$ cat config.mk
export PLATFORM = sky130hd
export DESIGN_NAME = i2c_clock_divider_search
export DESIGN_NICKNAME = d
export VERILOG_FILES = /design/src/hdl/icd_pkg.sv /design/src/hdl/icd_div.sv /design/src/hdl/i2c_clock_divider_search.sv
export SDC_FILE = /design/constraint.sdc
export NUM_CORES = 1
export LEC_CHECK = 0
export BUFFER_PORTS_ARGS = -buffer_cell sky130_fd_sc_hd__buf_2
export CAP_MARGIN = 20
export CORE_UTILIZATION = 52
export CTS_CLUSTER_DIAMETER = 30
export DETAILED_ROUTE_END_ITERATION = 6
export PLACE_DENSITY = 0.75
export RECOVER_POWER = 25
export SYNTH_ARGS = -nofsm -noshare
export SYNTH_HDL_FRONTEND = slang
export SYNTH_SLANG_ARGS = --single-unit
$ cat constraint.sdc
create_clock -name clock -period 18.4 [get_ports clock]
set_clock_uncertainty 0.15 [all_clocks]
set_input_delay 3.68 -clock clock [delete_from_list [all_inputs] [get_ports clock]]
set_output_delay 3.68 -clock clock [all_outputs]
set_load 0.02 [all_outputs]
$ cat src/hdl/icd_pkg.sv
// Shared types and constants for the bus clock divider search.
// Used by the divider unit, the top level and the port checker; no dependencies.
package icd_pkg;

   // field and datapath widths
   localparam int unsigned SYS_W  = 31;  // system clock register
   localparam int unsigned TGT_W  = 20;  // requested bus frequency
   localparam int unsigned DSR_W  = 36;  // widest divisor: 2 * target * (m+1) * 10 * 2^n
   localparam int unsigned PROD_W = 28;  // target * (m+1) * 10
   localparam int unsigned K_W    = 8;   // (m+1) * 10
   localparam int unsigned THP1_W = 9;   // half period plus one

   // limits and defaults
   localparam logic [TGT_W-1:0] TARGET_MAX   = 20'd1000000;
   localparam logic [TGT_W-1:0] ERR_INIT     = 20'd1000000;
   localparam logic [SYS_W-1:0] SYS_RESET    = 31'd100000000;
   localparam logic [7:0]       THP_DEFAULT  = 8'h18;
   localparam logic [3:0]       MDIV_DEFAULT = 4'd2;
   localparam logic [2:0]       NDIV_DEFAULT = 3'd0;
   localparam logic [3:0]       MDIV_TOP     = 4'd15;
   localparam logic [3:0]       MDIV_BOTTOM  = 4'd2;
   localparam logic [2:0]       NDIV_LAST    = 3'd7;
   localparam logic [7:0]       THP_MIN      = 8'd5;
   localparam logic [7:0]       THP_MAX      = 8'hff;
   // half period plus one must fall in this window
   localparam logic [31:0]      THP1_MIN     = 32'd6;
   localparam logic [31:0]      THP1_MAX     = 32'd256;

   typedef enum logic [3:0] {
      ST_IDLE,
      ST_PAIR_MUL,
      ST_PAIR_GO,
      ST_PAIR_WAIT,
      ST_CAND,
      ST_CAND_MUL,
      ST_CAND_GO,
      ST_CAND_WAIT,
      ST_CAND_NEXT,
      ST_PAIR_NEXT,
      ST_DONE
   } icd_state_type;

endpackage

$ cat src/hdl/icd_div.sv
// Shared unsigned divider, restoring long division two quotient bits per cycle.
// Depends on icd_pkg for the operand widths.
module icd_div (
   input  logic                       clock,
   input  logic                       reset,
   input  logic                       start,
   input  logic [icd_pkg::SYS_W-1:0]  dividend,
   input  logic [icd_pkg::DSR_W-1:0]  divisor,
   output logic                       done,
   output logic [icd_pkg::SYS_W-1:0]  quotient
);
   import icd_pkg::*;

   logic               busy_ff, busy_in;
   logic               done_ff, done_in;
   logic [3:0]         cnt_ff, cnt_in;
   logic [SYS_W-1:0]   rem_ff, rem_in;
   logic [SYS_W:0]     dvd_ff, dvd_in;
   logic [SYS_W-1:0]   dsr_ff, dsr_in;

   logic               too_big;
   logic [SYS_W:0]     r1, r2;
   logic               ge1, ge2;
   logic [SYS_W-1:0]   rem1, rem2;

   // a divisor above the dividend range gives a zero quotient at once
   assign too_big = |divisor[DSR_W-1:SYS_W];

   // two dependent restoring steps
   always_comb begin
      r1   = {rem_ff, dvd_ff[SYS_W]};
      ge1  = r1 >= {1'b0, dsr_ff};
      rem1 = ge1 ? SYS_W'(r1 - {1'b0, dsr_ff}) : r1[SYS_W-1:0];
      r2   = {rem1, dvd_ff[SYS_W-1]};
      ge2  = r2 >= {1'b0, dsr_ff};
      rem2 = ge2 ? SYS_W'(r2 - {1'b0, dsr_ff}) : r2[SYS_W-1:0];
   end

   // load on start, advance while busy
   always_comb begin
      busy_in = busy_ff;
      done_in = 1'b0;
      cnt_in  = cnt_ff;
      rem_in  = rem_ff;
      dvd_in  = dvd_ff;
      dsr_in  = dsr_ff;
      if (start) begin
         rem_in = '0;
         dsr_in = divisor[SYS_W-1:0];
         cnt_in = 4'd15;
         if (too_big) begin
            dvd_in  = '0;
            done_in = 1'b1;
         end else begin
            dvd_in  = {1'b0, dividend};
            busy_in = 1'b1;
         end
      end else if (busy_ff) begin
         rem_in = rem2;
         dvd_in = {dvd_ff[SYS_W-2:0], ge1, ge2};
         cnt_in = cnt_ff - 4'd1;
         if (cnt_ff == 4'd0) begin
            busy_in = 1'b0;
            done_in = 1'b1;
         end
      end
   end

   always_ff @(posedge clock) begin
      if (reset) begin
         busy_ff <= 1'b0;
         done_ff <= 1'b0;
      end else begin
         busy_ff <= busy_in;
         done_ff <= done_in;
      end
   end

   always_ff @(posedge clock) begin
      cnt_ff <= cnt_in;
      rem_ff <= rem_in;
      dvd_ff <= dvd_in;
      dsr_ff <= dsr_in;
   end

   assign done     = done_ff;
   assign quotient = dvd_ff[SYS_W-1:0];

endmodule

$ cat src/hdl/i2c_clock_divider_search.sv
// Bus clock divider search: top level with sequencer, shared multiplier and divider.
// Depends on icd_pkg and icd_div.
//
// Usage: write the system clock in hertz through csr_write_enable/csr_write_data
// (reset value 100 MHz) while the block is idle. Offer a requested bus frequency
// on req_valid/req_target_bus_hz; one result transfer follows on rsp_valid with
// the half period, M and N dividers, the frequency error and a found flag.
// The search walks N from 0 to 7 and M from 15 down to 2. Every (N, M) pair takes
// one multiply and one division for the base half period (the division is cut short
// when the divisor exceeds the clock range), then a multiply and a division for each
// of the two candidates in range, while one out of range is skipped, and a step to
// the next pair. All 112 pairs are tried unless an exact match ends the search early;
// every division goes through the one divider.
// req_stall is high for the whole search; one item is handled at a time.
// The result sits in an output register, so a new request is taken while a
// stalled result still waits; if the next search ends first it holds until
// rsp_stall drops. Reset empties the output register, restores the clock
// register and returns the sequencer to idle with req_stall low.
module i2c_clock_divider_search (
   input  logic                       clock,
   input  logic                       reset,
   input  logic                       csr_write_enable,
   input  logic [icd_pkg::SYS_W-1:0]  csr_write_data,
   input  logic                       req_valid,
   output logic                       req_stall,
   input  logic [icd_pkg::TGT_W-1:0]  req_target_bus_hz,
   output logic                       rsp_valid,
   input  logic                       rsp_stall,
   output logic [7:0]                 rsp_half_period,
   output logic [3:0]                 rsp_m_divider,
   output logic [2:0]                 rsp_n_divider,
   output logic [icd_pkg::TGT_W-1:0]  rsp_error_hz,
   output logic                       rsp_found
);
   import icd_pkg::*;

   icd_state_type       state_ff, state_in;
   logic [SYS_W-1:0]    sys_ff;
   logic [TGT_W-1:0]    tgt_ff, tgt_in;
   logic [2:0]          n_ff, n_in;
   logic [3:0]          m_ff, m_in;
   logic                cand_ff, cand_in;
   logic [SYS_W-1:0]    q_ff, q_in;
   logic [THP1_W-1:0]   thp1_ff, thp1_in;
   logic [PROD_W-1:0]   prod_ff, prod_in;
   logic [7:0]          best_thp_ff, best_thp_in;
   logic [3:0]          best_m_ff, best_m_in;
   logic [2:0]          best_n_ff, best_n_in;
   logic [TGT_W-1:0]    delta_ff, delta_in;
   logic                found_ff, found_in;
   logic                rsp_valid_ff, rsp_valid_in;
   logic [7:0]          rsp_thp_ff;
   logic [3:0]          rsp_m_ff;
   logic [2:0]          rsp_n_ff;
   logic [TGT_W-1:0]    rsp_err_ff;
   logic                rsp_found_ff;

   logic                req_xfer;
   logic                out_load;
   logic [SYS_W-1:0]    sys_eff;
   logic [TGT_W-1:0]    tgt_sat;
   logic [4:0]          mp1;
   logic [K_W-1:0]      k;
   logic [TGT_W-1:0]    mul_a;
   logic [31:0]         thp1_wide;
   logic                div_start;
   logic [DSR_W-1:0]    div_divisor;
   logic                div_done;
   logic [SYS_W-1:0]    div_quot;
   logic [SYS_W-1:0]    diff;
   logic                better;

   // clock register, zero taken as one
   always_ff @(posedge clock) begin
      if (reset) begin
         sys_ff <= SYS_RESET;
      end else if (csr_write_enable) begin
         sys_ff <= csr_write_data;
      end
   end
   assign sys_eff = (sys_ff == '0) ? SYS_W'(1) : sys_ff;

   // saturate the request
   always_comb begin
      if (req_target_bus_hz == '0) begin
         tgt_sat = TGT_W'(1);
      end else if (req_target_bus_hz > TARGET_MAX) begin
         tgt_sat = TARGET_MAX;
      end else begin
         tgt_sat = req_target_bus_hz;
      end
   end

   // (m+1)*10 by shift and add, one shared multiplier
   assign mp1   = {1'b0, m_ff} + 5'd1;
   assign k     = K_W'({mp1, 3'b000}) + K_W'({mp1, 1'b0});
   assign mul_a = (state_ff == ST_PAIR_MUL) ? tgt_ff : TGT_W'(thp1_ff);

   // scale by 2^(n+1) on the way into the divider
   assign div_divisor = DSR_W'({{(DSR_W-PROD_W){1'b0}}, prod_ff} << ({1'b0, n_ff} + 4'd1));
   assign thp1_wide   = {1'b0, q_ff} + {31'd0, cand_ff};

   // error of the achieved frequency
   always_comb begin
      if (div_quot > SYS_W'(tgt_ff)) begin
         diff = div_quot - SYS_W'(tgt_ff);
      end else begin
         diff = SYS_W'(tgt_ff) - div_quot;
      end
      better = diff < SYS_W'(delta_ff);
   end

   icd_div u_div (
      .clock    (clock),
      .reset    (reset),
      .start    (div_start),
      .dividend (sys_eff),
      .divisor  (div_divisor),
      .done     (div_done),
      .quotient (div_quot)
   );

   assign req_xfer = req_valid && !req_stall;
   assign out_load = (state_ff == ST_DONE) && (!rsp_valid_ff || !rsp_stall);

   // sequencer: next state and datapath updates
   always_comb begin
      state_in    = state_ff;
      tgt_in      = tgt_ff;
      n_in        = n_ff;
      m_in        = m_ff;
      cand_in     = cand_ff;
      q_in        = q_ff;
      thp1_in     = thp1_ff;
      prod_in     = prod_ff;
      best_thp_in = best_thp_ff;
      best_m_in   = best_m_ff;
      best_n_in   = best_n_ff;
      delta_in    = delta_ff;
      found_in    = found_ff;
      div_start   = 1'b0;
      req_stall   = 1'b1;
      unique case (state_ff)
         ST_IDLE: begin
            req_stall = 1'b0;
            if (req_valid) begin
               tgt_in      = tgt_sat;
               n_in        = '0;
               m_in        = MDIV_TOP;
               best_thp_in = THP_DEFAULT;
               best_m_in   = MDIV_DEFAULT;
               best_n_in   = NDIV_DEFAULT;
               delta_in    = ERR_INIT;
               found_in    = 1'b0;
               state_in    = ST_PAIR_MUL;
            end
         end
         ST_PAIR_MUL: begin
            prod_in  = PROD_W'(mul_a) * PROD_W'(k);
            state_in = ST_PAIR_GO;
         end
         ST_PAIR_GO: begin
            div_start = 1'b1;
            state_in  = ST_PAIR_WAIT;
         end
         ST_PAIR_WAIT: begin
            if (div_done) begin
               q_in     = div_quot;
               cand_in  = 1'b0;
               state_in = ST_CAND;
            end
         end
         ST_CAND: begin
            // half period plus one is the quotient (lower) or one above it
            thp1_in = thp1_wide[THP1_W-1:0];
            if (thp1_wide >= THP1_MIN && thp1_wide <= THP1_MAX) begin
               state_in = ST_CAND_MUL;
            end else begin
               state_in = ST_CAND_NEXT;
            end
         end
         ST_CAND_MUL: begin
            prod_in  = PROD_W'(mul_a) * PROD_W'(k);
            state_in = ST_CAND_GO;
         end
         ST_CAND_GO: begin
            div_start = 1'b1;
            state_in  = ST_CAND_WAIT;
         end
         ST_CAND_WAIT: begin
            if (div_done) begin
               if (better) begin
                  delta_in    = diff[TGT_W-1:0];
                  best_thp_in = 8'(thp1_ff - THP1_W'(1));
                  best_m_in   = m_ff;
                  best_n_in   = n_ff;
                  found_in    = 1'b1;
               end
               state_in = ST_CAND_NEXT;
            end
         end
         ST_CAND_NEXT: begin
            if (!cand_ff) begin
               cand_in  = 1'b1;
               state_in = ST_CAND;
            end else begin
               state_in = ST_PAIR_NEXT;
            end
         end
         ST_PAIR_NEXT: begin
            // stop on an exact match or after the last pair
            if (delta_ff == '0 || (n_ff == NDIV_LAST && m_ff == MDIV_BOTTOM)) begin
               state_in = ST_DONE;
            end else begin
               if (m_ff == MDIV_BOTTOM) begin
                  m_in = MDIV_TOP;
                  n_in = n_ff + 3'd1;
               end else begin
                  m_in = m_ff - 4'd1;
               end
               state_in = ST_PAIR_MUL;
            end
         end
         ST_DONE: begin
            if (out_load) begin
               state_in = ST_IDLE;
            end
         end
         default: begin
            state_in = ST_IDLE;
         end
      endcase
   end

   // hold the result until the receiver takes it
   assign rsp_valid_in = out_load || (rsp_valid_ff && rsp_stall);

   always_ff @(posedge clock) begin
      if (reset) begin
         state_ff     <= ST_IDLE;
         rsp_valid_ff <= 1'b0;
      end else begin
         state_ff     <= state_in;
         rsp_valid_ff <= rsp_valid_in;
      end
   end

   always_ff @(posedge clock) begin
      tgt_ff      <= tgt_in;
      n_ff        <= n_in;
      m_ff        <= m_in;
      cand_ff     <= cand_in;
      q_ff        <= q_in;
      thp1_ff     <= thp1_in;
      prod_ff     <= prod_in;
      best_thp_ff <= best_thp_in;
      best_m_ff   <= best_m_in;
      best_n_ff   <= best_n_in;
      delta_ff    <= delta_in;
      found_ff    <= found_in;
      if (out_load) begin
         rsp_thp_ff   <= best_thp_ff;
         rsp_m_ff     <= best_m_ff;
         rsp_n_ff     <= best_n_ff;
         rsp_err_ff   <= delta_ff;
         rsp_found_ff <= found_ff;
      end
   end

   assign rsp_valid       = rsp_valid_ff;
   assign rsp_half_period = rsp_thp_ff;
   assign rsp_m_divider   = rsp_m_ff;
   assign rsp_n_divider   = rsp_n_ff;
   assign rsp_error_hz    = rsp_err_ff;
   assign rsp_found       = rsp_found_ff;

endmodule

==> results.toml <==
[status]
status = "finished with violations"
violations = "design-rule violations, max-capacitance violations, max-slew violations"

[setup_path]
setup.worst_path.class = "reg2reg"
ff2ff_setup_slack_ns = 9.59
critPathMaxFanout = 26
startpoint_type = "flip-flop"
cp.required_ns = 18.57
critPathArrivalTime_ns = 8.97
endpoint_kind = "flip-flop"

[synth]
synth-seq-area-share_pct = 34.3
synth-edff-count = 229
yosys_warnings = 0
ys_seq_elements = 302
avgSynthCellArea_um2 = 9.28
synthArstFlopShare_pct = 0
ys.flop_type = "edfxtp_1"
postSynthCellCount = 2615
synth.cell_area_um2 = 24300
ys_types = 86
synth_top_area_share_pct = 28.3
synth_top_area_cell = "edfxtp_1"
syn_nets = 2957
ys_top_cells_by_area = "edfxtp_1, ha_1, fa_1"

[cts]
clkSlewWorstSetupHoldPaths_ns = 0.05
clk_latency_ns = 0.59
htreeDepth = 3
postCtsSetupBuffers = 0
clockRootBuffer = "clkbuf_16"
cts_resized = 0
cts_inserted_buffers = 69
cts_hold_buf = 0
clkSinkCount = 302
tritoncts = "built"
clock_path_buffers = 3

[placed_design]
dp_cells = 3214
post_dp_cell_area_um2 = 25200
place_congestion = 0.932
dp_hpwl_mm = 51.3
portBuffers = 93

[sta]
setup_tns_ns = 0
slew_viol_final = 161
tightest_slew_ns = 3.76
period_share_pct = 47.9
max_freq_mhz = 114
finalHoldViolations = 0
max_slew_margin_pct = -151
final.min_clock_period_ns = 8.81
rsz0062_at_grt = "false"
setup_violations = 0

[final_layout]
final_common_cell = "inv_1"
fin_nets = 3030
syn2layout_area_growth_pct = 13.2
n_antenna_cell = 0
nFillCells = 3795
stdcell_area_um2 = 27500
drive_above_1_share_pct = 10.8
final_cell_mix = "inv_1, nor2_1, edfxtp_1, ha_1, a21oi_1"
multiInputGateArea_um2 = 14500
instances_no_fill = 3342
final-seq-area_um2 = 8340

[global_routing]
antenna_found_initial = 0
grt_util_met3_pct = 3.99
busiest_layer = "met2"
grt_max_degree = 69
grt_pass1_vias = 19600
met2_usage_pct = 48.5
gr-usage-met1_pct = 36.5
grt-ovfl-total = 0
gr-usage-all-layers_pct = 28.4
grt_pass1_wl_mm = 105

[floorplanning]
start_util_pct = 53.2
core_area_um2 = 45700
core.rowCount = 78
die_area_um2 = 47600
die_y_um = 218
dieWidth_um = 218
ioPinCount = 94

[route]
wl_per_cell_um = 20.0
drc_errors = 1
routed_via_density = 5.96
drtAntennaViolNets = 0
vias = 19900
drt_iter0_markers = 1765
drt_pass1_iterations = 7
drt_wl_total_mm = 66.9

[power]
p_total_w = 0.00384
powerDensity_nw_per_um2 = 140
vdd_drop_max_uv = 116
p_leak_nw = 11.8

[min_path]
hold_class = "reg2reg"

[run]
drv_cap = 4
layer usage:
metal,share of wire [%],vias up
met2,49,723
li1,-,9470
met3,6.3,149
met4,3.2,0
met5,0,-
met1,42,9592
state kept, by name, indices dropped and copies added (netlist names), 4 cells and up:
| signal | flops |
|---|---|
| u_div.dvd_ff | 32 |
| q_ff | 31 |
| sys_ff | 31 |
| u_div.rem_ff | 31 |
| u_div.dsr_ff | 30 |
| prod_ff | 27 |
| delta_ff | 20 |
| rsp_error_hz | 20 |
| tgt_ff | 20 |
| thp1_ff | 9 |
| best_thp_ff | 8 |
| rsp_half_period | 8 |
| best_m_ff | 4 |
| m_ff | 4 |
| rsp_m_divider | 4 |
| state_ff | 4 |
| u_div.cnt_ff | 4 |
cell usage after synthesis, types with 10 or more instances:
cell type  number
inv_1         258
nor2_1        255
edfxtp_1      229
ha_1          194
a21oi_1       184
nand2_1       182
o21ai_0       125
fa_1           92
mux2i_1        83
clkbuf_1       80
dfxtp_1        73
xnor2_1        64
nor2b_1        54
xor2_1         52
a21o_1         50
and3_1         50
nand3_1        50
and2_1         39
nor3_1         39
a211oi_1       34
nand2b_1       29
nand4_1        29
o21a_1         29
nor4_1         25
buf_2          23
a31oi_1        20
or2_2          19
a211o_1        18
o21bai_1       17
o21ai_1        15
mux2_2         13
o211ai_1       13
mux4_2         11
or3_1          11
o31ai_1        10
final timing paths:
| check | to | from | cells after the start |
|---|---|---|---|
| setup / recovery | prod_ff[27] | m_ff[0] | 25 |
| hold / removal | rsp_half_period[7] | best_thp_ff[7] | 0 |
| setup reg to reg | prod_ff[27] | m_ff[0] | 25 |
| hold reg to reg | rsp_half_period[7] | best_thp_ff[7] | 0 |
final cells by class:
type / count / area share [%]
multi-input cells: 1942 / 52.9
clock inverters: 46 / 1.43
well taps: 600 / 2.73
repair buffers: 114 / 2.36
inverters: 259 / 3.54
flip-flops and latches: 302 / 30.3
clock buffers: 79 / 6.68
kinds of logic after synthesis:
family	Yosys count	share of synthesized area (%)
compound gates	615	16.5
xor+xnor	116	4.19
fa+ha+maj	286	17.6
buf+inv	371	5.92
flops	302	34.3
mux	108	5.09
simple gates	817	16.4
worst max-delay path, stage by stage, from the launching register on:
cell and delay, ns:
edfxtp_1 0.95, inv_1 0.26, ha_1 0.85, xnor2_1 0.18, ha_1 0.25, o21ai_0 0.20, a21oi_1 0.13, xnor2_1 0.14
buf_4 0.21, or2_2 0.33, fa_1 0.52, fa_1 0.52, fa_1 0.52, fa_1 0.54, inv_1 0.04, ha_1 0.33
o21ai_0 0.12, o21ai_0 0.17, a41oi_1 0.34, a21oi_1 0.14, o41ai_1 0.64, o21ai_0 0.31, nor2b_1 0.23, nor3_1 0.09
a211oi_1 0.28, xnor2_1 0.10
metrics by stage:
| stage | util [%] | hold slack (ns) | setup WS, ns |
|---|---|---|---|
| 2_1_floorplan | - | 0.250 | 11.43 |
| 3_3_place_gp | 55.2 | 0.255 | 9.78 |
| 3_5_place_dp | 55.2 | 0.255 | 9.28 |
| 4_1_cts | 60.1 | 0.253 | 9.28 |
| 5_1_grt | 60.2 | 0.264 | 9.12 |
| 6_report | 60.2 | 0.252 | 9.59 |
power by group:
part	total, W	internal, W	switching, W	leakage [nW]
clock	0.00116	0.000763	0.000398	1.11
sequential	0.000928	0.000846	0.0000819	2.69
combinational	0.00175	0.000674	0.00108	7.98
total	0.00384	0.00228	0.00156	11.8
Note: power is estimated with default switching activity, not from simulation.
